File: src/sv/voxel_ray_walker_3d_core_assert.svh
// assertion macros for the voxel ray walker
// expects clk and rst_n in the scope of the module that uses them
`ifndef VOXEL_RAY_WALKER_3D_CORE_ASSERT_SVH
`define VOXEL_RAY_WALKER_3D_CORE_ASSERT_SVH
`ifndef SYNTHESIS
// property that holds at every edge out of reset
`define VRW_ASSERT(lbl, prop, msg) \
    lbl: assert property (@(posedge clk) disable iff (!rst_n) (prop)) else $error(msg);
// same-cycle implication
`define VRW_ASSERT_IMP(lbl, ante, cons, msg) \
    lbl: assert property (@(posedge clk) disable iff (!rst_n) (ante) |-> (cons)) \
        else $error(msg);
// next-cycle implication
`define VRW_ASSERT_NXT(lbl, ante, cons, msg) \
    lbl: assert property (@(posedge clk) disable iff (!rst_n) (ante) |=> (cons)) \
        else $error(msg);
`else
`define VRW_ASSERT(lbl, prop, msg)
`define VRW_ASSERT_IMP(lbl, ante, cons, msg)
`define VRW_ASSERT_NXT(lbl, ante, cons, msg)
`endif
`endif

File: src/sv/vrw_pkg.sv
// shared types, constants and helpers of the voxel ray walker
// no dependencies
package vrw_pkg;

    localparam int COORD_W     = 4;   // voxel index as seen on the ports
    localparam int IDX_W       = 5;   // internal index, wide enough for any bin count
    localparam int SIGNS_W     = 6;
    localparam int FIELD_W     = 32;  // distance fields on the request
    localparam int LIMIT_W     = 6;
    localparam int QUEUE_DEPTH = 2;

    localparam logic [LIMIT_W-1:0] MAX_LIMIT = 6'd45;

    // configuration register indexes
    typedef enum logic [1:0] {
        REG_BINS_X = 2'd0,
        REG_BINS_Y = 2'd1,
        REG_BINS_Z = 2'd2
    } cfg_reg_t;

    // per-axis motion
    typedef enum logic [1:0] {
        STEP_NONE = 2'd0,
        STEP_POS  = 2'd1,
        STEP_NEG  = 2'd2
    } step_t;

    typedef struct packed {
        logic [COORD_W-1:0] start_ix;
        logic [COORD_W-1:0] start_iy;
        logic [COORD_W-1:0] start_iz;
        logic [SIGNS_W-1:0] direction_signs;
        logic [FIELD_W-1:0] first_dist_x;
        logic [FIELD_W-1:0] first_dist_y;
        logic [FIELD_W-1:0] first_dist_z;
        logic [FIELD_W-1:0] delta_x;
        logic [FIELD_W-1:0] delta_y;
        logic [FIELD_W-1:0] delta_z;
        logic [LIMIT_W-1:0] step_limit;
    } ray_t;

    typedef struct packed {
        logic [COORD_W-1:0] voxel_ix;
        logic [COORD_W-1:0] voxel_iy;
        logic [COORD_W-1:0] voxel_iz;
        logic               last_voxel;
        logic               left_grid;
    } voxel_t;

    // effective bin counts, already clamped to the grid size
    typedef struct packed {
        logic [IDX_W-1:0] nx;
        logic [IDX_W-1:0] ny;
        logic [IDX_W-1:0] nz;
    } grid_t;

    // classified ray as it sits in the queue
    typedef struct packed {
        logic [COORD_W-1:0] start_ix;
        logic [COORD_W-1:0] start_iy;
        logic [COORD_W-1:0] start_iz;
        step_t              sx;
        step_t              sy;
        step_t              sz;
        logic [FIELD_W-1:0] first_dist_x;
        logic [FIELD_W-1:0] first_dist_y;
        logic [FIELD_W-1:0] first_dist_z;
        logic [FIELD_W-1:0] delta_x;
        logic [FIELD_W-1:0] delta_y;
        logic [FIELD_W-1:0] delta_z;
        logic [LIMIT_W-1:0] limit;
        logic               outside;
    } ray_item_t;

    // code three means no motion
    function automatic step_t decode_step(input logic [1:0] code);
        step_t s;
        case (code)
            STEP_POS: s = STEP_POS;
            STEP_NEG: s = STEP_NEG;
            default:  s = STEP_NONE;
        endcase
        return s;
    endfunction

endpackage

File: src/sv/vrw_front.sv
// front end: takes a ray request, decodes signs, clamps the limit, checks the start voxel
// depends on vrw_pkg
module vrw_front #(
    parameter int DIST_WIDTH = 32
) (
    input  logic              ray_valid,
    output logic              ray_stall,
    input  vrw_pkg::ray_t     ray,
    input  vrw_pkg::grid_t    grid,
    input  logic              full,
    output logic              push,
    output vrw_pkg::ray_item_t item
);
    import vrw_pkg::*;

    // distances are taken in their low DIST_WIDTH bits
    localparam logic [63:0] MASK64 = (64'd1 << DIST_WIDTH) - 64'd1;
    localparam logic [FIELD_W-1:0] FIELD_MASK = MASK64[FIELD_W-1:0];

    assign ray_stall = full;
    assign push      = ray_valid && !full;

    always_comb
    begin
        item.start_ix     = ray.start_ix;
        item.start_iy     = ray.start_iy;
        item.start_iz     = ray.start_iz;
        item.sx           = decode_step(ray.direction_signs[1:0]);
        item.sy           = decode_step(ray.direction_signs[3:2]);
        item.sz           = decode_step(ray.direction_signs[5:4]);
        item.first_dist_x = ray.first_dist_x & FIELD_MASK;
        item.first_dist_y = ray.first_dist_y & FIELD_MASK;
        item.first_dist_z = ray.first_dist_z & FIELD_MASK;
        item.delta_x      = ray.delta_x & FIELD_MASK;
        item.delta_y      = ray.delta_y & FIELD_MASK;
        item.delta_z      = ray.delta_z & FIELD_MASK;
        item.limit        = (ray.step_limit > MAX_LIMIT) ? MAX_LIMIT : ray.step_limit;
        // zero bins or a start beyond the grid
        item.outside      = ({1'b0, ray.start_ix} >= grid.nx)
                         || ({1'b0, ray.start_iy} >= grid.ny)
                         || ({1'b0, ray.start_iz} >= grid.nz);
    end

endmodule

File: src/sv/vrw_queue.sv
// short fifo of classified rays between front end and walker
// depends on vrw_pkg and the assertion header
`include "voxel_ray_walker_3d_core_assert.svh"
module vrw_queue (
    input  logic               clk,
    input  logic               rst_n,
    input  logic               push,
    input  vrw_pkg::ray_item_t item,
    output logic               full,
    input  logic               pop,
    output logic               avail,
    output vrw_pkg::ray_item_t head
);
    import vrw_pkg::*;

    localparam int PTR_W = (QUEUE_DEPTH > 1) ? $clog2(QUEUE_DEPTH) : 1;
    localparam int CNT_W = $clog2(QUEUE_DEPTH + 1);
    localparam logic [PTR_W-1:0] LAST_PTR = PTR_W'(QUEUE_DEPTH - 1);
    localparam logic [CNT_W-1:0] DEPTH_CNT = CNT_W'(QUEUE_DEPTH);

    ray_item_t        mem_reg [QUEUE_DEPTH];
    logic [PTR_W-1:0] wr_ptr_reg, wr_ptr_next;
    logic [PTR_W-1:0] rd_ptr_reg, rd_ptr_next;
    logic [CNT_W-1:0] count_reg, count_next;

    assign full  = (count_reg == DEPTH_CNT);
    assign avail = (count_reg != '0);
    assign head  = mem_reg[rd_ptr_reg];

    always_comb
    begin
        wr_ptr_next = wr_ptr_reg;
        rd_ptr_next = rd_ptr_reg;
        count_next  = count_reg;
        if (push)
            wr_ptr_next = (wr_ptr_reg == LAST_PTR) ? '0 : wr_ptr_reg + 1'b1;
        if (pop)
            rd_ptr_next = (rd_ptr_reg == LAST_PTR) ? '0 : rd_ptr_reg + 1'b1;
        if (push && !pop)
            count_next = count_reg + 1'b1;
        else if (pop && !push)
            count_next = count_reg - 1'b1;
    end

    always_ff @(posedge clk or negedge rst_n)
    begin
        if (!rst_n)
        begin
            wr_ptr_reg <= '0;
            rd_ptr_reg <= '0;
            count_reg  <= '0;
        end
        else
        begin
            wr_ptr_reg <= wr_ptr_next;
            rd_ptr_reg <= rd_ptr_next;
            count_reg  <= count_next;
        end
    end

    always_ff @(posedge clk)
    begin
        if (push)
            mem_reg[wr_ptr_reg] <= item;
    end

    `VRW_ASSERT(a_count_bound, count_reg <= DEPTH_CNT, "queue count above depth")
    `VRW_ASSERT_IMP(a_no_push_full, count_reg == DEPTH_CNT, !push, "push into full queue")
    `VRW_ASSERT_IMP(a_no_pop_empty, count_reg == '0, !pop, "pop from empty queue")

endmodule

File: src/sv/vrw_walker.sv
// back end: walks one ray through the grid, one voxel per unstalled cycle into an output register
// depends on vrw_pkg and the assertion header
`include "voxel_ray_walker_3d_core_assert.svh"
module vrw_walker #(
    parameter int DIST_WIDTH = 32
) (
    input  logic               clk,
    input  logic               rst_n,
    input  vrw_pkg::ray_item_t head,
    input  logic               avail,
    output logic               pop,
    input  vrw_pkg::grid_t     grid,
    output logic               voxel_valid,
    input  logic               voxel_stall,
    output vrw_pkg::voxel_t    voxel
);
    import vrw_pkg::*;

    typedef enum logic {
        ST_IDLE,
        ST_WALK
    } state_t;

    typedef logic [DIST_WIDTH-1:0] dist_t;

    function automatic dist_t sat_add(input dist_t a, input dist_t b);
        logic [DIST_WIDTH:0] s;
        s = {1'b0, a} + {1'b0, b};
        if ((&a) || (&b) || s[DIST_WIDTH])
            return '1;
        return s[DIST_WIDTH-1:0];
    endfunction

    state_t             state_reg, state_next;
    logic [IDX_W-1:0]   cx_reg, cx_next, cy_reg, cy_next, cz_reg, cz_next;
    step_t              sx_reg, sx_next, sy_reg, sy_next, sz_reg, sz_next;
    dist_t              tx_reg, tx_next, ty_reg, ty_next, tz_reg, tz_next;
    dist_t              dx_reg, dx_next, dy_reg, dy_next, dz_reg, dz_next;
    logic [LIMIT_W-1:0] k_reg, k_next, lim_reg, lim_next;
    logic               out_valid_reg, out_valid_next;
    voxel_t             out_reg, out_next;

    logic             ld_ok;
    logic             sel_x, sel_y;
    dist_t            t_sel, d_sel, t_sum;
    logic [IDX_W-1:0] idx_sel, bins_sel, idx_new;
    step_t            s_sel;
    logic             leave, done_cnt;

    assign voxel_valid = out_valid_reg;
    assign voxel       = out_reg;
    assign ld_ok       = !out_valid_reg || !voxel_stall;

    // axis choice, ties go to z over y and to y over x
    always_comb
    begin
        sel_x = (tx_reg < ty_reg) && (tx_reg < tz_reg);
        sel_y = !sel_x && (ty_reg < tz_reg);
        if (sel_x)
        begin
            t_sel = tx_reg; d_sel = dx_reg; idx_sel = cx_reg; s_sel = sx_reg;
            bins_sel = grid.nx;
        end
        else if (sel_y)
        begin
            t_sel = ty_reg; d_sel = dy_reg; idx_sel = cy_reg; s_sel = sy_reg;
            bins_sel = grid.ny;
        end
        else
        begin
            t_sel = tz_reg; d_sel = dz_reg; idx_sel = cz_reg; s_sel = sz_reg;
            bins_sel = grid.nz;
        end
        t_sum = sat_add(t_sel, d_sel);
        case (s_sel)
            STEP_POS:
            begin
                idx_new = idx_sel + 1'b1;
                leave   = ({1'b0, idx_sel} + 6'd1) >= {1'b0, bins_sel};
            end
            STEP_NEG:
            begin
                idx_new = idx_sel - 1'b1;
                leave   = (idx_sel == '0);
            end
            default:
            begin
                idx_new = idx_sel;
                leave   = 1'b0;
            end
        endcase
        done_cnt = (k_reg == lim_reg + 6'd1);
    end

    always_comb
    begin
        state_next     = state_reg;
        cx_next = cx_reg; cy_next = cy_reg; cz_next = cz_reg;
        sx_next = sx_reg; sy_next = sy_reg; sz_next = sz_reg;
        tx_next = tx_reg; ty_next = ty_reg; tz_next = tz_reg;
        dx_next = dx_reg; dy_next = dy_reg; dz_next = dz_reg;
        k_next         = k_reg;
        lim_next       = lim_reg;
        out_next       = out_reg;
        out_valid_next = out_valid_reg && voxel_stall;
        pop            = 1'b0;
        case (state_reg)
            ST_IDLE:
            begin
                if (avail)
                begin
                    if (head.outside)
                    begin
                        // start voxel alone, marked as leaving
                        if (ld_ok)
                        begin
                            pop                 = 1'b1;
                            out_valid_next      = 1'b1;
                            out_next.voxel_ix   = head.start_ix;
                            out_next.voxel_iy   = head.start_iy;
                            out_next.voxel_iz   = head.start_iz;
                            out_next.last_voxel = 1'b1;
                            out_next.left_grid  = 1'b1;
                        end
                    end
                    else
                    begin
                        pop        = 1'b1;
                        cx_next    = IDX_W'(head.start_ix);
                        cy_next    = IDX_W'(head.start_iy);
                        cz_next    = IDX_W'(head.start_iz);
                        sx_next    = head.sx;
                        sy_next    = head.sy;
                        sz_next    = head.sz;
                        tx_next    = DIST_WIDTH'(head.first_dist_x);
                        ty_next    = DIST_WIDTH'(head.first_dist_y);
                        tz_next    = DIST_WIDTH'(head.first_dist_z);
                        dx_next    = DIST_WIDTH'(head.delta_x);
                        dy_next    = DIST_WIDTH'(head.delta_y);
                        dz_next    = DIST_WIDTH'(head.delta_z);
                        k_next     = '0;
                        lim_next   = head.limit;
                        state_next = ST_WALK;
                    end
                end
            end
            ST_WALK:
            begin
                // emit current voxel, knowing whether the next step ends the walk
                if (ld_ok)
                begin
                    out_valid_next      = 1'b1;
                    out_next.voxel_ix   = cx_reg[COORD_W-1:0];
                    out_next.voxel_iy   = cy_reg[COORD_W-1:0];
                    out_next.voxel_iz   = cz_reg[COORD_W-1:0];
                    out_next.last_voxel = done_cnt || leave;
                    out_next.left_grid  = !done_cnt && leave;
                    if (done_cnt || leave)
                        state_next = ST_IDLE;
                    else
                    begin
                        k_next = k_reg + 1'b1;
                        if (sel_x)
                        begin
                            tx_next = t_sum; cx_next = idx_new;
                        end
                        else if (sel_y)
                        begin
                            ty_next = t_sum; cy_next = idx_new;
                        end
                        else
                        begin
                            tz_next = t_sum; cz_next = idx_new;
                        end
                    end
                end
            end
            default:
                state_next = ST_IDLE;
        endcase
    end

    always_ff @(posedge clk or negedge rst_n)
    begin
        if (!rst_n)
        begin
            state_reg     <= ST_IDLE;
            out_valid_reg <= 1'b0;
            out_reg       <= '0;
            cx_reg  <= '0;         cy_reg  <= '0;         cz_reg  <= '0;
            sx_reg  <= STEP_NONE;  sy_reg  <= STEP_NONE;  sz_reg  <= STEP_NONE;
            tx_reg  <= '0;         ty_reg  <= '0;         tz_reg  <= '0;
            dx_reg  <= '0;         dy_reg  <= '0;         dz_reg  <= '0;
            k_reg   <= '0;
            lim_reg <= '0;
        end
        else
        begin
            state_reg     <= state_next;
            out_valid_reg <= out_valid_next;
            out_reg       <= out_next;
            cx_reg  <= cx_next;  cy_reg  <= cy_next;  cz_reg  <= cz_next;
            sx_reg  <= sx_next;  sy_reg  <= sy_next;  sz_reg  <= sz_next;
            tx_reg  <= tx_next;  ty_reg  <= ty_next;  tz_reg  <= tz_next;
            dx_reg  <= dx_next;  dy_reg  <= dy_next;  dz_reg  <= dz_next;
            k_reg   <= k_next;
            lim_reg <= lim_next;
        end
    end

    `VRW_ASSERT_IMP(a_pop_needs_item, pop, avail, "walker popped an empty queue")
    `VRW_ASSERT_IMP(a_step_bound, state_reg == ST_WALK, k_reg <= lim_reg + 6'd1, "step count overrun")
    `VRW_ASSERT_IMP(a_limit_clamped, state_reg == ST_WALK, lim_reg <= MAX_LIMIT, "limit not clamped")
    `VRW_ASSERT_IMP(a_left_on_last, out_valid_reg && out_reg.left_grid, out_reg.last_voxel, "left_grid without last_voxel")

endmodule

File: src/sv/voxel_ray_walker_3d_core.sv
// voxel ray walker top level: bin registers, front end, ray queue and walker
// depends on vrw_pkg, vrw_front, vrw_queue and vrw_walker
//
// grid traversal of one prepared ray per request. a request carries the
// start voxel, per-axis direction signs, the first-boundary distances and
// per-voxel increments (unsigned 16.16, all ones is infinity) and a step
// limit. the block returns the start voxel and every voxel the ray enters,
// one result per cycle while the output is not stalled, and flags the final
// voxel with last_voxel; on that voxel left_grid tells a walk that left the
// grid from one cut off by the limit. the front end classifies a request in
// the cycle it is accepted and drops it into a two-entry queue, so requests
// keep being taken while a ray is being walked. the walker loads a ray with
// no result, then gives one voxel per step; the limit is clamped to 45,
// and a ray that starts outside the grid gives its single result with no
// load step. the rate is set by the walker's single compare-and-add step,
// one axis advance per cycle while the result is not stalled; each result
// sits in one output register and the walker holds for as long as that
// result is stalled. the user must write bin counts through the cfg port
// only while no ray is in flight; the block itself does not enforce this.
module voxel_ray_walker_3d_core #(
    parameter int GRID_SIZE  = 16,
    parameter int DIST_WIDTH = 32
) (
    input  logic             clk,
    input  logic             rst_n,
    // configuration write port
    input  logic             cfg_write,
    input  logic [1:0]       cfg_index,
    input  logic [4:0]       cfg_data,
    // ray requests
    input  logic             ray_valid,
    output logic             ray_stall,
    input  vrw_pkg::ray_t    ray,
    // voxel results
    output logic             voxel_valid,
    input  logic             voxel_stall,
    output vrw_pkg::voxel_t  voxel
);
    import vrw_pkg::*;

    // bin counts above the grid size act as the grid size
    localparam logic [IDX_W-1:0] GRID_LIMIT = IDX_W'(GRID_SIZE);

    // bin count registers, reset to 16
    logic [IDX_W-1:0] bins_x_reg, bins_y_reg, bins_z_reg;

    grid_t     grid;
    logic      full, push, pop, avail;
    ray_item_t item, head;

    always_ff @(posedge clk or negedge rst_n)
    begin
        if (!rst_n)
        begin
            bins_x_reg <= 5'd16;
            bins_y_reg <= 5'd16;
            bins_z_reg <= 5'd16;
        end
        else if (cfg_write)
        begin
            case (cfg_reg_t'(cfg_index))
                REG_BINS_X: bins_x_reg <= cfg_data;
                REG_BINS_Y: bins_y_reg <= cfg_data;
                REG_BINS_Z: bins_z_reg <= cfg_data;
                default:    ;   // unused index, write dropped
            endcase
        end
    end

    // effective grid seen by the front end and the walker
    always_comb
    begin
        grid.nx = (bins_x_reg > GRID_LIMIT) ? GRID_LIMIT : bins_x_reg;
        grid.ny = (bins_y_reg > GRID_LIMIT) ? GRID_LIMIT : bins_y_reg;
        grid.nz = (bins_z_reg > GRID_LIMIT) ? GRID_LIMIT : bins_z_reg;
    end

    // request intake and classification
    vrw_front #(
        .DIST_WIDTH (DIST_WIDTH)
    ) u_front (
        .ray_valid (ray_valid),
        .ray_stall (ray_stall),
        .ray       (ray),
        .grid      (grid),
        .full      (full),
        .push      (push),
        .item      (item)
    );

    // decouples intake from the walk
    vrw_queue u_queue (
        .clk   (clk),
        .rst_n (rst_n),
        .push  (push),
        .item  (item),
        .full  (full),
        .pop   (pop),
        .avail (avail),
        .head  (head)
    );

    // per-step traversal and result register
    vrw_walker #(
        .DIST_WIDTH (DIST_WIDTH)
    ) u_walker (
        .clk         (clk),
        .rst_n       (rst_n),
        .head        (head),
        .avail       (avail),
        .pop         (pop),
        .grid        (grid),
        .voxel_valid (voxel_valid),
        .voxel_stall (voxel_stall),
        .voxel       (voxel)
    );

endmodule

File: config.mk
export PLATFORM = sky130hd
export DESIGN_NAME = voxel_ray_walker_3d_core
export DESIGN_NICKNAME = d
export VERILOG_FILES = /design/src/sv/vrw_pkg.sv /design/src/sv/vrw_front.sv /design/src/sv/vrw_queue.sv /design/src/sv/vrw_walker.sv /design/src/sv/voxel_ray_walker_3d_core.sv
export VERILOG_INCLUDE_DIRS = /design/src /design/src/sv
export SDC_FILE = /design/constraint.sdc
export NUM_CORES = 1
export LEC_CHECK = 0
export ABC_AREA = 1
export BUFFER_PORTS_ARGS = -buffer_cell sky130_fd_sc_hd__buf_2
export CORE_ASPECT_RATIO = 1.1
export CORE_MARGIN = 4
export CORE_UTILIZATION = 38
export DETAILED_ROUTE_END_ITERATION = 7
export HOLD_SLACK_MARGIN = 0.1
export PLACE_DENSITY = 0.53
export REMOVE_ABC_BUFFERS = 1
export SYNTH_ARGS = -nofsm -noshare
export SYNTH_HDL_FRONTEND = slang
export SYNTH_HIERARCHICAL = 1
export SYNTH_SLANG_ARGS = --single-unit
File: constraint.sdc
create_clock -name clk -period 18.35 [get_ports clk]
set_clock_uncertainty 0.1 [all_clocks]
set_input_delay 0 -clock clk [delete_from_list [all_inputs] [get_ports clk]]
set_output_delay 0 -clock clk [all_outputs]
set_load 0.05 [all_outputs]
==> results.toml <==
[route]
post_drt_via_cell_ratio = 4.83
drt-initial-drc-count = 1325
wire_per_inst_um = 18.6
wirelength_um = 96300
postRouteAntennaNets = 0
vias = 25000
firstDrtPassIters = 7
drc = 0

[placed_design]
dp.cells = 4567
numPortBuffers = 243
dp_slack_ns = 10.89
dpl.hpwl_um = 61600
globalplace.congestion = 0.869

[logic_synthesis]
ys_async_sr_fraction_pct = 37.5
yosysWarnings = 6
synth-edff-count = 434
synth_seq_cells = 694
yosys.area.top_type = "edfxtp_1"
netlist_area_mm2 = 0.0361
ys.flop_type = "edfxtp_1"
synth.top_cell.area_share_pct = 36.1
postSynthAreaPerCell_um2 = 10.7
ys_types = 57
netlist_top_cells_area = "edfxtp_1, dfrtp_1, nand2_1, mux2_2, ha_1"
netlist_instances = 3364
ys_seq_area_share_pct = 54.2

[cts]
cts_buffer_depth = 3
cts.clk_slew.worst_paths_ns = 0.06
post_cts_buffers = 0
cts_resized = 0
cts_tree = "built"
cts_htree_levels = 3
clk_latency_ns = 0.62
cts_buffers = 74
clock-sinks = 694
cts_root_buf = "clkbuf_16"

[flow_run]
maxCapViolCount = 0

[critical_path]
required_ns = 18.74
critPathSlowestCell = "nand2_2"
critPathMaxStageDelay_ns = 0.84
crit_path_frequent_cell = "nand2_1"
critPathKind = "register to register"
path_max_fanout = 43
crit_path_start_kind = "register"
worstSetupEndpointType = "register"
arrival_ns = 7.85

[sta]
fin_crit_sh_pct = 40.6
slew_headroom_pct = 17.7
rsz0062_at_grt = "false"
max_freq_ghz = 0.134
setup_viol = 0
worstMarginPinSlew_ns = 1.23
slew_violations = 0
tns_ns = 0
worst_slack_ns = 10.89
min_period_ns = 7.46
timing.final.hold_violations = 0

[grt]
grt_max_degree = 94
grt_pass1_wl_um = 149000
grt_antenna_before_repair = 2
grt_usage_pct = 19.2
grt_pass1_vias = 25800
overflow = 0

[min_path]
worstHoldPathType = "input port to register"

[die]
start_util_pct = 38.3
die_area_mm2 = 0.0999
io_pins = 244
dieWidth_um = 302
core_region_area_mm2 = 0.0942
rows = 118
chipHeight_um = 331

[final_layout]
seq_area_mm2 = 0.0195
fill_cells = 8919
largest_reg_flops = 434
drive_above_1_share_pct = 19.8
multiInputGateArea_mm2 = 0.0134
mostFrequentLayoutCells = "nand2_1, dlygate4sd3_1, edfxtp_1"
synthToLayoutAreaGrowth_pct = 21.7
fin_nets = 4228
final_cells = 5169
final_common_cell = "nand2_1"

[outcome]
status = "finished clean"
-- worst max-delay path: cells and delay by family, from the launching register on --
kind,cells,cell delay (ns)
flip-flops,1,0.40
AO/OA/AOI/OAI,4,0.41
AND/OR/NAND/NOR,20,3.99
buffers and inverters,5,1.51
adder cells (fa/ha/maj),3,0.83
-- layer usage --
| metal | routed length, um | global-route usage, % | up-vias |
|---|---|---|---|
| met5 | 0 | 0 | - |
| met4 | 1650 | 4.62 | 0 |
| met3 | 3940 | 2.52 | 114 |
| met2 | 48200 | 33.9 | 527 |
| met1 | 42500 | 25.1 | 12200 |
| li1 | - | - | 12100 |
-- final cells by class --
type / instances / area share [%]
diodes: 2 / 0.0114
clock buffers: 109 / 4.95
clock inverters: 28 / 0.565
inverters: 215 / 1.86
multi-input cells: 2124 / 30.5
flip-flops and latches: 694 / 44.6
well taps: 1260 / 3.59
repair buffers: 737 / 13.9
-- per-stage QoR --
step	util, %	hold slack, ns	cell area (um^2)
2_1_floorplan	-	-0.396	33700
3_3_place_gp	39.1	0.0139	36800
3_5_place_dp	39.1	0.0162	36800
4_1_cts	46.6	0.101	43900
5_1_grt	46.6	0.123	43900
6_report	46.6	0.137	43900
-- worst paths after layout --
check / end / start / cells after the start / slack, ns
worst max-delay path: u_walker/tz_reg[28]$_DFFE_PN0P_ / u_walker/ty_reg[31]$_DFFE_PN0P_ / 32 / 10.89
worst min-delay path: u_queue/mem_reg[1][204]$_DFFE_PP_ / ray[198] / 3 / 0.14
worst max register to register: u_walker/tz_reg[28]$_DFFE_PN0P_ / u_walker/ty_reg[31]$_DFFE_PN0P_ / 32 / 10.89
worst min register to register: u_queue/count_reg[1]$_DFFE_PN0P_ / u_queue/count_reg[1]$_DFFE_PN0P_ / 2 / 0.39
max in group asynchronous: u_queue/rd_ptr_reg$_DFFE_PN0P_ / rst_n / 4 / 16.81
min in group asynchronous: u_walker/dy_reg[0]$_DFFE_PN0P_ / rst_n / 4 / 0.49
-- logic make-up (layout without fill, tap and decap cells) --
| logic type | after synthesis | after routing | synth area share, % |
|---|---|---|---|
| XOR/XNOR | 50 | 50 | 1.21 |
| multiplexers | 314 | 314 | 10.8 |
| adder cells (fa/ha/maj) | 154 | 154 | 5.39 |
| flip-flops | 694 | 694 | 54.2 |
| buffers and inverters | 546 | 1089 | 8.74 |
| AND/OR/NAND/NOR | 1368 | 1368 | 15.9 |
| other | 0 | 2 | 0 |
| AO/OA/AOI/OAI | 238 | 238 | 3.70 |
-- cell usage after synthesis, types with 6 or more instances --
cell	number
a21oi_1	95
a31oi_1	15
buf_1	9
buf_2	35
buf_4	222
buf_6	15
buf_8	10
clkbuf_1	40
dfrtp_1	257
edfxtp_1	434
ha_1	152
inv_1	205
inv_2	9
mux2_2	214
mux2_4	100
nand2_1	849
nand3_1	150
nand3_2	9
nand4_1	51
nor2_1	238
nor2_2	22
nor3_1	9
o21a_1	10
o21ai_0	40
o21ai_1	36
o22ai_1	17
or2_1	6
or2_2	16
xnor2_1	25
xor2_1	25
-- what timing repair did --
action                     CTS  global route
hold endpoints to repair   574             0
setup endpoints to repair    0             0
hold buffers               463             0
Power is left out: the tool's default activity adds up to more than one toggle a clock period on the data nets, which glitch-free logic cannot reach.
